===== src/rtl/cft_pkg.sv =====
package cft_pkg;

    // result quotient and input operand width at the ports
    localparam int PORT_W        = 32;
    localparam int DEFAULT_WIDTH = 32;
    localparam int MAX_TERMS     = 48;

    typedef enum logic [0:0] {
        S_IDLE,
        S_DIV
    } t_state;

endpackage


===== src/rtl/cft_div.sv =====
module cft_div #(
    parameter int WIDTH = cft_pkg::DEFAULT_WIDTH
) (
    input  logic             i_clk,
    input  logic             i_rst_n,
    input  logic             i_start,
    input  logic [WIDTH-1:0] i_dividend,
    input  logic [WIDTH-1:0] i_divisor,
    output logic             o_done,
    output logic [WIDTH-1:0] o_quotient,
    output logic [WIDTH-1:0] o_remainder
);
    import cft_pkg::*;

    localparam int CNT_W = $clog2(WIDTH + 1);

    logic             r_run, n_run;
    logic             r_done, n_done;
    logic [CNT_W-1:0] r_cnt, n_cnt;
    logic [WIDTH-1:0] r_rem, n_rem;
    logic [WIDTH-1:0] r_quo, n_quo;
    logic [WIDTH-1:0] r_dvs, n_dvs;
    logic [WIDTH:0]   rem_sh;
    logic [WIDTH:0]   diff;

    // one restoring step: shift in the next dividend bit, trial subtract
    always_comb begin
        rem_sh = {r_rem, r_quo[WIDTH-1]};
        diff   = rem_sh - {1'b0, r_dvs};
        n_run  = r_run;
        n_done = 1'b0;
        n_cnt  = r_cnt;
        n_rem  = r_rem;
        n_quo  = r_quo;
        n_dvs  = r_dvs;
        if (i_start) begin
            n_run = 1'b1;
            n_cnt = '0;
            n_rem = '0;
            n_quo = i_dividend;
            n_dvs = i_divisor;
        end else if (r_run) begin
            if (!diff[WIDTH]) begin
                n_rem = diff[WIDTH-1:0];
                n_quo = {r_quo[WIDTH-2:0], 1'b1};
            end else begin
                n_rem = rem_sh[WIDTH-1:0];
                n_quo = {r_quo[WIDTH-2:0], 1'b0};
            end
            n_cnt = r_cnt + CNT_W'(1);
            if (r_cnt == CNT_W'(WIDTH - 1)) begin
                n_run  = 1'b0;
                n_done = 1'b1;
            end
        end
    end

    always_ff @(posedge i_clk) begin
        if (!i_rst_n) begin
            r_run  <= 1'b0;
            r_done <= 1'b0;
            r_cnt  <= '0;
        end else begin
            r_run  <= n_run;
            r_done <= n_done;
            r_cnt  <= n_cnt;
        end
    end

    always_ff @(posedge i_clk) begin
        r_rem <= n_rem;
        r_quo <= n_quo;
        r_dvs <= n_dvs;
    end

    assign o_done      = r_done;
    assign o_quotient  = r_quo;
    assign o_remainder = r_rem;

endmodule


===== src/rtl/continued_fraction_terms_core.sv =====
// each term comes from one restoring division on the shared divider, and the next division
// starts as that term is registered; a zero denominator gives its flagged term without dividing
// one fraction at a time: busy is high while its divisions run, and start is ignored then
// up to 46 terms with 32-bit port operands; every fraction is capped at 48 terms
// terms leave on o_valid for one cycle each; the receiver cannot stall
// reset: synchronous active-low i_rst_n clears the sequencer, divider and strobe
module continued_fraction_terms_core #(
    parameter int WIDTH = cft_pkg::DEFAULT_WIDTH
) (
    input  logic                       i_clk,
    input  logic                       i_rst_n,
    input  logic                       start,
    output logic                       busy,
    input  logic [cft_pkg::PORT_W-1:0] i_numerator,
    input  logic [cft_pkg::PORT_W-1:0] i_denominator,
    output logic                       o_valid,
    output logic [cft_pkg::PORT_W-1:0] o_quotient,
    output logic                       o_last_term,
    output logic                       o_zero_divisor
);
    import cft_pkg::*;

    // common width for widening or narrowing between ports and datapath
    localparam int EXT_W  = (WIDTH > PORT_W) ? WIDTH : PORT_W;
    localparam int TERM_W = $clog2(MAX_TERMS);

    t_state              r_state, n_state;
    logic [TERM_W-1:0]   r_terms, n_terms;
    logic [WIDTH-1:0]    r_den, n_den;
    logic                r_valid, n_valid;
    logic [PORT_W-1:0]   r_quotient, n_quotient;
    logic                r_last, n_last;
    logic                r_zdiv, n_zdiv;

    // operands taken modulo 2^WIDTH
    logic [EXT_W-1:0]    num_ext;
    logic [EXT_W-1:0]    den_ext;
    logic [WIDTH-1:0]    in_num;
    logic [WIDTH-1:0]    in_den;

    // shared divider hookup
    logic                div_start;
    logic [WIDTH-1:0]    div_dividend;
    logic [WIDTH-1:0]    div_divisor;
    logic                div_done;
    logic [WIDTH-1:0]    div_quo;
    logic [WIDTH-1:0]    div_rem;
    logic [EXT_W-1:0]    quo_ext;
    logic                term_last;

    assign num_ext = EXT_W'(i_numerator);
    assign den_ext = EXT_W'(i_denominator);
    assign in_num  = num_ext[WIDTH-1:0];
    assign in_den  = den_ext[WIDTH-1:0];
    assign quo_ext = EXT_W'(div_quo);

    // final term when the remainder is zero or the term cap is reached
    assign term_last = (div_rem == '0) || (r_terms == TERM_W'(MAX_TERMS - 1));

    cft_div #(
        .WIDTH (WIDTH)
    ) u_div (
        .i_clk       (i_clk),
        .i_rst_n     (i_rst_n),
        .i_start     (div_start),
        .i_dividend  (div_dividend),
        .i_divisor   (div_divisor),
        .o_done      (div_done),
        .o_quotient  (div_quo),
        .o_remainder (div_rem)
    );

    always_comb begin
        n_state      = r_state;
        n_terms      = r_terms;
        n_den        = r_den;
        n_valid      = 1'b0;
        n_quotient   = r_quotient;
        n_last       = r_last;
        n_zdiv       = r_zdiv;
        div_start    = 1'b0;
        div_dividend = in_num;
        div_divisor  = in_den;
        case (r_state)
            S_IDLE: begin
                if (start) begin
                    if (in_den == '0) begin
                        // undefined fraction: single flagged term
                        n_valid    = 1'b1;
                        n_quotient = '0;
                        n_last     = 1'b1;
                        n_zdiv     = 1'b1;
                    end else begin
                        div_start = 1'b1;
                        n_den     = in_den;
                        n_terms   = '0;
                        n_state   = S_DIV;
                    end
                end
            end
            S_DIV: begin
                if (div_done) begin
                    // emit this term, then step the pair to (den, rem)
                    n_valid    = 1'b1;
                    n_quotient = quo_ext[PORT_W-1:0];
                    n_last     = term_last;
                    n_zdiv     = 1'b0;
                    n_terms    = r_terms + TERM_W'(1);
                    if (term_last) begin
                        n_state = S_IDLE;
                    end else begin
                        div_start    = 1'b1;
                        div_dividend = r_den;
                        div_divisor  = div_rem;
                        n_den        = div_rem;
                    end
                end
            end
            default: begin
                n_state = S_IDLE;
            end
        endcase
    end

    always_ff @(posedge i_clk) begin
        if (!i_rst_n) begin
            r_state <= S_IDLE;
            r_terms <= '0;
            r_valid <= 1'b0;
        end else begin
            r_state <= n_state;
            r_terms <= n_terms;
            r_valid <= n_valid;
        end
    end

    // result payload and current divisor carry no reset
    always_ff @(posedge i_clk) begin
        r_den      <= n_den;
        r_quotient <= n_quotient;
        r_last     <= n_last;
        r_zdiv     <= n_zdiv;
    end

    assign busy           = (r_state != S_IDLE);
    assign o_valid        = r_valid;
    assign o_quotient     = r_quotient;
    assign o_last_term    = r_last;
    assign o_zero_divisor = r_zdiv;

endmodule

===== config.mk =====
export PLATFORM = sky130hd
export DESIGN_NAME = continued_fraction_terms_core
export DESIGN_NICKNAME = d
export VERILOG_FILES = /design/src/rtl/cft_pkg.sv /design/src/rtl/cft_div.sv /design/src/rtl/continued_fraction_terms_core.sv
export SDC_FILE = /design/constraint.sdc
export NUM_CORES = 1
export LEC_CHECK = 0
export ABC_AREA = 1
export BUFFER_PORTS_ARGS = -buffer_cell sky130_fd_sc_hd__buf_4
export CORE_MARGIN = 2
export CORE_UTILIZATION = 44
export DETAILED_ROUTE_END_ITERATION = 10
export PLACE_DENSITY = 0.66
export SLEW_MARGIN = 5
export SYNTH_ARGS = -nofsm -noshare
export SYNTH_HDL_FRONTEND = slang
export SYNTH_SLANG_ARGS = --single-unit

===== constraint.sdc =====
create_clock -name i_clk -period 4.9 [get_ports i_clk]
set_clock_uncertainty 0.05 [all_clocks]
set_input_delay 0.98 -clock i_clk [delete_from_list [all_inputs] [get_ports i_clk]]
set_output_delay 0.98 -clock i_clk [all_outputs]
set_load 0.03 [all_outputs]

* Word level (Yosys, flattened, before mapping)
Index checks and enable logic that the tools add are counted.
** Cells by class
- Equal/unequal tests :: 7
- $add $sub $neg :: 3
- Bitwise operators :: 3
- Reductions and logical operators :: 9
- Muxes and demuxes :: 44
** Operator list (count)
- $mux 32 :: 16
- $pmux 32 s2 :: 2
- $logic_not 32->1 :: 2
- $sub 33x32->33 :: 1
- $mux 6 :: 3
- $mux 1 :: 17
- $add 6x1->6 const B :: 2
- $pmux 6 s2 :: 1
- $pmux 1 s2 :: 5
- $ne 2x2->1 const B :: 4
- $eq 6x5->1 const B :: 1
- $eq 6x6->1 const B :: 1
- $reduce_and 3->1 :: 2
- $reduce_and 4->1 :: 1
- $not 1->1 :: 3
- $reduce_or 3->1 :: 1
- $ne 2x1->1 const B :: 1
- $reduce_bool 2->1 :: 1
- $reduce_or 2->1 :: 1
- $logic_or 1x1->1 :: 1
** Word-level totals
- Word-level logic and storage cells :: 79
- Output and inout bits :: 36
- Flip-flop bits (word level) :: 178
- Bits of input ports :: 67

* Depth between registers and ports, before layout
Gate-level depths: netlist of the first run.
- Word-level depth :: 6
- Gate-level depth with buffers :: 18
- Depth with buffers taken out :: 17

* Cells and area by module
From an unflattened synthesis of the first run, not the netlist that was laid out.
** Second synthesis, totals
- Cells, all modules :: 1568
- Area total of the unflattened synthesis :: 11108.2 um^2
** Modules (own cells, without submodules)
- cft_div :: cells each 1042, times used 1, seq. area each 2722.6 um^2, area an instance 6920.4 um^2
- continued_fraction_terms_core :: cells each 526, times used 1, seq. area each 2142.1 um^2, area an instance 4187.8 um^2

* Least setup slack after synthesis of the first run
No wires, ideal clock.
- Path type :: input to register
- Start point :: in i_denominator[15] (netlist bit)
- End point :: reg r_last (netlist: o_last_term) (enable)
- Arrival :: 3.791 ns
- Data required time :: 4.376 ns
- Buffers on the path :: 0
- Stages :: 5
- Slack :: 0.585 ns
- Setup time :: 0.474 ns
- Path through :: inv_1 -> nand4_1 -> nor2_1 -> nand4_1 -> o21ai_0
** Between the ends
- Cells in the longest elaborated chain, start to end :: 3
** Ends and longest elaborated chain
- start: declaration :: RTL line continued_fraction_terms_core.sv:15 : input logic [cft_pkg::PORT_W-1:0] i_denominator,
- $logic_not 32->1 :: RTL line continued_fraction_terms_core.sv:87 : if (in_den == '0) begin
- $ne 2x2->1 (no source line)
- $reduce_and 3->1 (no source line)
- end signal: assignment :: RTL line continued_fraction_terms_core.sv:141 : r_last <= n_last;
- end: declaration :: RTL line continued_fraction_terms_core.sv:32 : logic r_last, n_last;
Every way passes these cells.
A chain may end at the register's enable or synchronous reset.

* Final worst setup path of the first run
- Start point :: reg u_div.r_quo[31] (netlist: u_div.o_quotient[31])
- End point :: reg u_div.r_rem[25] (netlist: u_div.o_remainder[25])
** Between the ends
- Cells in the longest elaborated chain, start to end :: 2
** Ends and longest elaborated chain
- start: declaration :: RTL line cft_div.sv:21 : logic [WIDTH-1:0] r_quo, n_quo;
- start signal: assignment :: RTL line cft_div.sv:72 : r_quo <= n_quo;
- $sub 33x32->33 :: RTL line cft_div.sv:29 : diff = rem_sh - {1'b0, r_dvs};
- $mux 32 :: RTL line cft_div.sv:43 : if (!diff[WIDTH]) begin
- end signal: assignment :: RTL line cft_div.sv:71 : r_rem <= n_rem;
- end: declaration :: RTL line cft_div.sv:20 : logic [WIDTH-1:0] r_rem, n_rem;
Every way passes these cells.

==> out/qor.csv, run 1 <==
stage;metric;value;unit
setup_path;path_common_cell;nand2_1;
global_route;grt_pass1_vias;8850;
timing;setup-tns-final;0;ps
final_layout;multi_input_area;0.00449;mm2
timing;post-route-period-util;66.3;%
clock_network;cts_hold_repair.buffers;0;
timing;post-route-min-period;3250;ps
pwr;p_per_area;286;mW/mm2
timing;setup_viol;0;
pwr;vdd_ir_drop_max;226;uV
synthesis;yosysSeqAreaShare;45.0;%
pwr;leakage;0.00657;uW
timing;relSlewSlack;27.9;%
min_path;hold_start;u_div.r_cnt[1]$_SDFFE_PP0P_;
clock_network;cts_inserted_buffers;17;
synthesis;netlist_instances;1517;
floorplanning;ios;103;
setup_path;cp-startpoint;u_div.o_quotient[31]$_DFFE_PP_;
synthesis;syn_nets;1619;
placed_design;gp_congestion;0.921;
routing;drcViolationCount;0;
clock_network;h-tree-depth;4;
final_layout;regArea;0.00487;mm2
min_path;whs_path_depth;2;
clock_network;clock_path_buffers;2;
min_path;hold_path_end;u_div.r_cnt[1]$_SDFFE_PP0P_;
global_route;grt_util_all_layers;21.5;%
floorplanning;dieArea;0.0258;mm2
final_layout;area_growth;14.9;%
floorplanning;die_x;161;um
timing;setup_slack;1650;ps
outcome;status;finished clean;
final_layout;layout-drive-gt1-share;9.72;%
setup_path;max_stage_delay;530;ps
setup_path;cp_top_family;simple AND/OR/NAND/NOR gates;
setup_path;path_buf_inv;2;
setup_path;r2r_cells;17;
setup_path;r2r_slack;1650;ps
setup_path;end_kind;flip-flop;
setup_path;r2r_end;u_div.o_remainder[25]$_SDFFE_PN0P_;
setup_path;worst_setup_path_start_kind;flip-flop;
setup_path;worstPathMaxFanout;33;
synthesis;ys_seq_elements;178;
timing;worst_pin_slew;1080;ps
final_layout;diodes;0;
setup_path;cp.required;5180;ps
clock_network;cts_sinks;178;
timing;hold_viol_final;0;
clock_network;cts_tree;built;
min_path;hp-class;reg -> reg;
setup_path;reg2reg_from;u_div.o_quotient[31]$_DFFE_PP_;
placed_design;post-dp-hpwl;20900;um
clock_network;clkLatencyLatePin;430;ps
setup_path;crit_path_cell_trace;inv_1 -> ha_1 -> fa_1 -> inv_1 -> nand2_1 -> nand2_1 -> nand3_1 -> nand2_2 -> nand2_1 -> nand2_1 -> nand2_1 -> nand2_1 -> nand2_1 -> nand2_2 -> nand2_1 -> nand3_1 -> nand2_1;
placed_design;dp_slack;1360;ps
placed_design;portBuffers;102;
synthesis;synth_cell_types;34;
setup_path;cp_num_cells;17;
setup_path;worst_path_max_delay_cell;nand2_2;
final_layout;fillers;2328;
synthesis;mappedNetlistArea;0.0108;mm2
global_route;grt_pass1_wl;44100;um
routing;wl;27400;um
clock_network;cts.clk_slew.worst_paths;80;ps
global_route;antenna_found_initial;0;
clock_network;root_buffer;clkbuf_16;
synthesis;synth.avg_cell_area;7.12;um2
routing;drt_iter0_markers;723;
routing;wl_per_cell;14.1;um
timing;slew_viol_final;0;
clock_network;cts_resized;0;
setup_path;crit_type;reg -> reg;
floorplanning;core;0.0242;mm2
routing;via_per_inst;4.86;
timing;fmax;308;MHz
routing;vias;9419;
global_route;grt_max_degree;99;
clock_network;postCtsSetupRepairBufs;0;
final_layout;fin_nets;1705;
floorplanning;start_util;44.7;%
floorplanning;rows;57;
floorplanning;die_height;161;um
routing;first_pass_iters;6;
run;drv_cap;0;
synthesis;yosysWarnings;0;
timing;rsz0062_at_grt;no;
global_route;grt.overflow.total;0;
routing;detail-route-antenna-nets;0;
setup_path;critPathArrivalTime;3530;ps
[through the flow]
stage / cells / power [uW] / hold WS [ps] / util (%) / area [um2]
floorplan: 1517 / 2100 / 404 / - / 10800
global placement: 1908 / 2250 / 423 / 48.9 / 11800
detailed placement: 1908 / 2260 / 430 / 48.9 / 11800
CTS: 1940 / 3570 / 441 / 51.3 / 12400
global route: 1940 / 3700 / 471 / 51.3 / 12400
finish: 1940 / 3550 / 440 / 51.3 / 12400
[logic make-up after synthesis]
logic type / share of synthesized area [%]
AND/OR/NAND/NOR: 29.4
buffers and inverters: 13.6
flip-flops: 45.0
AO/OA/AOI/OAI: 6.22
adder cells (fa/ha/maj): 4.12
XOR/XNOR: 1.62
[cells in the final DEF (no fill, tap or decap), drive strengths merged, types with 24 or more instances in the layout]
cell / count
a21oi: 25
buf: 109
dfxtp: 48
edfxtp: 130
ha: 34
inv: 340
nand2: 566
nand3: 95
nand4: 24
nor2: 69
o21ai: 105
[registers in the layout, summed over array words and instances (netlist names)]
| signal | cells |
|---|---|
| busy | 1 |
| o_zero_divisor | 1 |
| u_div.r_dvs | 32 |
| u_div.o_quotient | 32 |
| u_div.r_cnt | 6 |
| o_valid | 1 |
| r_terms | 6 |
| o_quotient | 32 |
| o_last_term | 1 |
| r_den | 32 |
| u_div.o_done | 1 |
| u_div.r_run | 1 |
| u_div.o_remainder | 32 |
[report_power, final]
group          total, uW  switching [uW]  internal [uW]
logic                453             302            151
clock network       1320             647            677
registers           1780            40.6           1740
[cell type report]
cell class                      instances  share of cell area [%]
Sequential cell                       178                    39.2
Multi-Input combinational cell        963                    36.2
Inverter                              334                    10.1
Timing Repair Buffer                  109                    6.59
Clock buffer                           18                    3.46
Tap cell                              324                    3.27
Clock inverter                         14                    1.17
[worst reg2reg max path, stage by stage, from the launching register on]
cell and delay, ps:
edfxtp_1 420, inv_1 110, ha_1 260, fa_1 440, inv_1 100, nand2_1 50
nand2_1 110, nand3_1 100, nand2_2 110, nand2_1 50, nand2_1 140, nand2_1 130
nand2_1 110, nand2_1 70, nand2_2 530, nand2_1 200, nand3_1 130, nand2_1 50
[Yosys cell counts]
master / number / area [um2]
nand2_1: 561 / 2110
inv_1: 332 / 1250
edfxtp_1: 130 / 3900
o21ai_0: 101 / 505
nand3_1: 94 / 470
nor2_1: 64 / 240
dfxtp_1: 48 / 961
ha_1: 34 / 425
a21oi_1: 25 / 125
nand4_1: 24 / 150
clkbuf_1: 22 / 82.6
xor2_1: 16 / 140
buf_2: 14 / 70.1
nor3_1: 10 / 50.1
and2_1: 6 / 37.5
buf_6: 5 / 56.3
nand2_2: 4 / 25.0
nor2_2: 4 / 25.0
o21ai_1: 4 / 20.0
xnor2_1: 4 / 35.0
inv_2: 2 / 7.51
a21o_1: 1 / 7.51
and3_1: 1 / 6.26
buf_4: 1 / 7.51
fa_1: 1 / 20.0
nand2_4: 1 / 11.3
nand3_2: 1 / 10.0
nand3b_1: 1 / 7.51
nor2_4: 1 / 11.3
nor3_2: 1 / 10.0
nor3b_1: 1 / 7.51
o21bai_1: 1 / 7.51
o22ai_1: 1 / 6.26
or2_1: 1 / 6.26
[worst max path at each step]
stage	slack, ps	end
final	1650	u_div.o_remainder[25]$_SDFFE_PN0P_
after global routing	1420	u_div.o_remainder[25]$_SDFFE_PN0P_
after CTS	1710	u_div.o_remainder[25]$_SDFFE_PN0P_
after detailed placement	1360	u_div.o_quotient[0]$_DFFE_PP_
after global placement	1360	u_div.o_quotient[0]$_DFFE_PP_
after floorplan	580	o_last_term$_SDFFCE_PN1P_
[layer usage]
layer	track usage (%)	part of all wire, %
met5	0	0
met4	7.74	2.5
met3	2.35	4.5
met2	35.9	46
met1	29.1	47
(Power assumes the default switching activity.)
==> run 2, diff against run 1 <==
--- a/config.mk
+++ b/config.mk
@@ -10,7 +10,7 @@
 export CORE_MARGIN = 2
 export CORE_UTILIZATION = 44
 export DETAILED_ROUTE_END_ITERATION = 10
-export PLACE_DENSITY = 0.66
+export PLACE_DENSITY = 0.69
 export SLEW_MARGIN = 5
 export SYNTH_ARGS = -nofsm -noshare
 export SYNTH_HDL_FRONTEND = slang
==> constraint.sdc (replaced) <==
create_clock -name i_clk -period 2.75 [get_ports i_clk]
set_clock_uncertainty 0.05 [all_clocks]
set_input_delay 0.55 -clock i_clk [delete_from_list [all_inputs] [get_ports i_clk]]
set_output_delay 0.55 -clock i_clk [all_outputs]
set_load 0.03 [all_outputs]
==> run 2 against run 1 <==
Setup slack got worse by 1400 ps. Sequential cell count did not move. Sequential power rose by 78%. Count of clock-buffer cells in the layout did not move. Final cell count rose by 1.7%. Total power rose by 80%. Via count rose by 0.91%. Die area did not move. Design area rose by 3.2%. Clock power rose by 80%. Combinational power rose by 92%. Critical path type unchanged. Critical endpoint is now u_div.o_remainder[3]$_SDFFE_PN0P_. Highest routed layer unchanged.
==> out/qor.csv, run 2 (synthesis gave the netlist of run 1 again) <==
stage;metric;value;unit;change
outcome;status;finished clean;;
routing;detail-route-antenna-nets;0;;unchanged
routing;routed.top_layer;met4;;
clock_network;postCtsSetupRepairBufs;0;;unchanged
clock_network;clock_path_buffers;2;;unchanged
placed_design;post-dp-hpwl;21900;um;+4.7%
final_layout;fillers;2298;;-1.3%
routing;m1WireLength;13000;um;+1.5%
global_route;grt_pass1_wl;45100;um;+2.2%
floorplanning;ios;103;;unchanged
final_layout;final_cell_mix;nand2_1, inv_1, buf_4, edfxtp_1, o21ai_0;;
final_layout;layout-drive-gt1-share;11.6;%;+1.9 points
timing;setup-tns-final;0;ps;unchanged
floorplanning;dieArea;0.0258;mm2;unchanged
timing;fmax;394;MHz;+28%
timing;post-route-period-util;92.3;%;+26 points
global_route;antenna_found_initial;0;;unchanged
pwr;leakage;0.00676;uW;+3.0%
floorplanning;start_util;44.7;%;unchanged
clock_network;root_buffer;clkbuf_16;;
routing;drcViolationCount;0;;unchanged
clock_network;h-tree-depth;4;;unchanged
timing;holdWs;354;ps;-86.8 ps
run;drv_cap;0;;unchanged
routing;wl_met3;1550;um;+25%
clock_network;clkLatencyLatePin;430;ps;about the same
placed_design;dp_slack;232;ps;-1130 ps
setup_path;end_kind;flip-flop;;
floorplanning;core;0.0242;mm2;unchanged
setup_path;worstPathMaxFanout;8;;-76%
placed_design;portBuffers;102;;unchanged
timing;hold_viol_final;0;;unchanged
routing;first_pass_iters;6;;unchanged
floorplanning;die_height;161;um;unchanged
timing;relSlewSlack;41.4;%;+13 points
pwr;vdd_ir_drop_max;394;uV;+74%
clock_network;cts.clk_slew.worst_paths;70;ps;about the same
final_layout;area_growth;18.5;%;
floorplanning;rows;57;;unchanged
timing;post-route-min-period;2540;ps;-710 ps
timing;setup_slack;213;ps;-1440 ps
routing;met2_length;12900;um;+1.6%
timing;worst_pin_slew;879;ps;-201 ps
clock_network;cts_tree;built;;
clock_network;cts_sinks;178;;unchanged
placed_design;gp_congestion;0.917;;-0.37%
global_route;grt_util_all_layers;22.0;%;+0.46 points
setup_path;critPathArrivalTime;2820;ps;-710 ps
timing;rsz0062_at_grt;no;;
pwr;p_per_area;500;mW/mm2;+74%
min_path;hp-class;in -> reg;;
setup_path;worst_setup_path_start_kind;flip-flop;;
floorplanning;die_x;161;um;unchanged
final_layout;fin_nets;1738;;+1.9%
routing;wl_per_cell;14.2;um;about the same
routing;wl;27900;um;+1.8%
setup_path;crit_type;reg -> reg;;
global_route;grt_max_degree;98;;-1.0%
routing;drt_iter0_markers;809;;+12%
setup_path;cp.required;3030;ps;-2150 ps
routing;via_per_inst;4.82;;-0.77%
global_route;grt.overflow.total;0;;unchanged
timing;slew_viol_final;0;;unchanged
routing;vias;9505;;+0.91%
clock_network;cts_inserted_buffers;17;;unchanged
timing;setup_viol;0;;unchanged
final_layout;final_common_cell;nand2_1;;
global_route;grt_pass1_vias;8890;;+0.45%
final_layout;diodes;0;;unchanged
run 2: cell types whose count changed in the layout (fill, tap and decap cells not counted), moves of 2 or more:
cell,change
inv_8,-2
buf_12,+9
buf_4,+23
nand2_2,-2
run 2: where the power goes:
group | internal, uW | switching, uW
combinational | 313 | 557
clock | 1280 | 1090
sequential | 3090 | 66.6
total | 4690 | 1710
run 2: area by class of cell:
cell class / count / area, um2 / area share, %
clock buffer: 18 / 429 / 3.35
clock inverter: 14 / 150 / 1.17
multi-input combinational: 963 / 4510 / 35.2
sequential: 178 / 4870 / 38.0
timing repair buffer: 142 / 1180 / 9.24
inverter: 334 / 1260 / 9.82
tap: 324 / 405 / 3.17
run 2: metrics by stage:
step | utilization (%) | power (uW) | instance area (um2) | instances
6_report | 53.0 | 6400 | 12800 | 1973
5_1_grt | 53.0 | 6660 | 12800 | 1973
3_3_place_gp | 50.5 | 4070 | 12200 | 1941
4_1_cts | 52.9 | 6430 | 12800 | 1973
2_1_floorplan | - | 3740 | 10800 | 1517
3_5_place_dp | 50.5 | 4080 | 12200 | 1941
run 2: per-layer routing:
layer / GRT usage, % / up-vias
met3: 2.71 / 34
met2: 36.3 / 297
met1: 30.6 / 4263
met5: 0 / -
met4: 5.98 / 0
li1: - / 4911
run 2: repair_timing:
action,4_1_cts,5_1_grt
gates resized for setup,0,3
endpoints found under the setup margin,0,17
hold buffers,0,0
run 2: path summary, 6_finish.rpt:
kind,start,end,slack [ps],cells past startpoint
setup / recovery,u_div.o_remainder[7]$_SDFFE_PN0P_,u_div.o_remainder[3]$_SDFFE_PN0P_,210,14
hold / removal,i_rst_n,u_div.r_run$_SDFF_PN0_,350,3
setup reg to reg,u_div.o_remainder[7]$_SDFFE_PN0P_,u_div.o_remainder[3]$_SDFFE_PN0P_,210,14
hold reg to reg,u_div.o_remainder[15]$_SDFFE_PN0P_,u_div.o_remainder[15]$_SDFFE_PN0P_,440,2
run 2: worst max-delay path: stages (launching register included):
cell,delay (ps)
dfxtp_1,380
ha_1,390
nand2_1,140
nor2_1,270
and2_1,240
nand2_1,70
nand2_1,80
nand2_1,100
nand2_1,110
nand2_1,100
nand2_4,120
buf_4,180
nand2_1,70
nand3_1,80
nand2_1,50
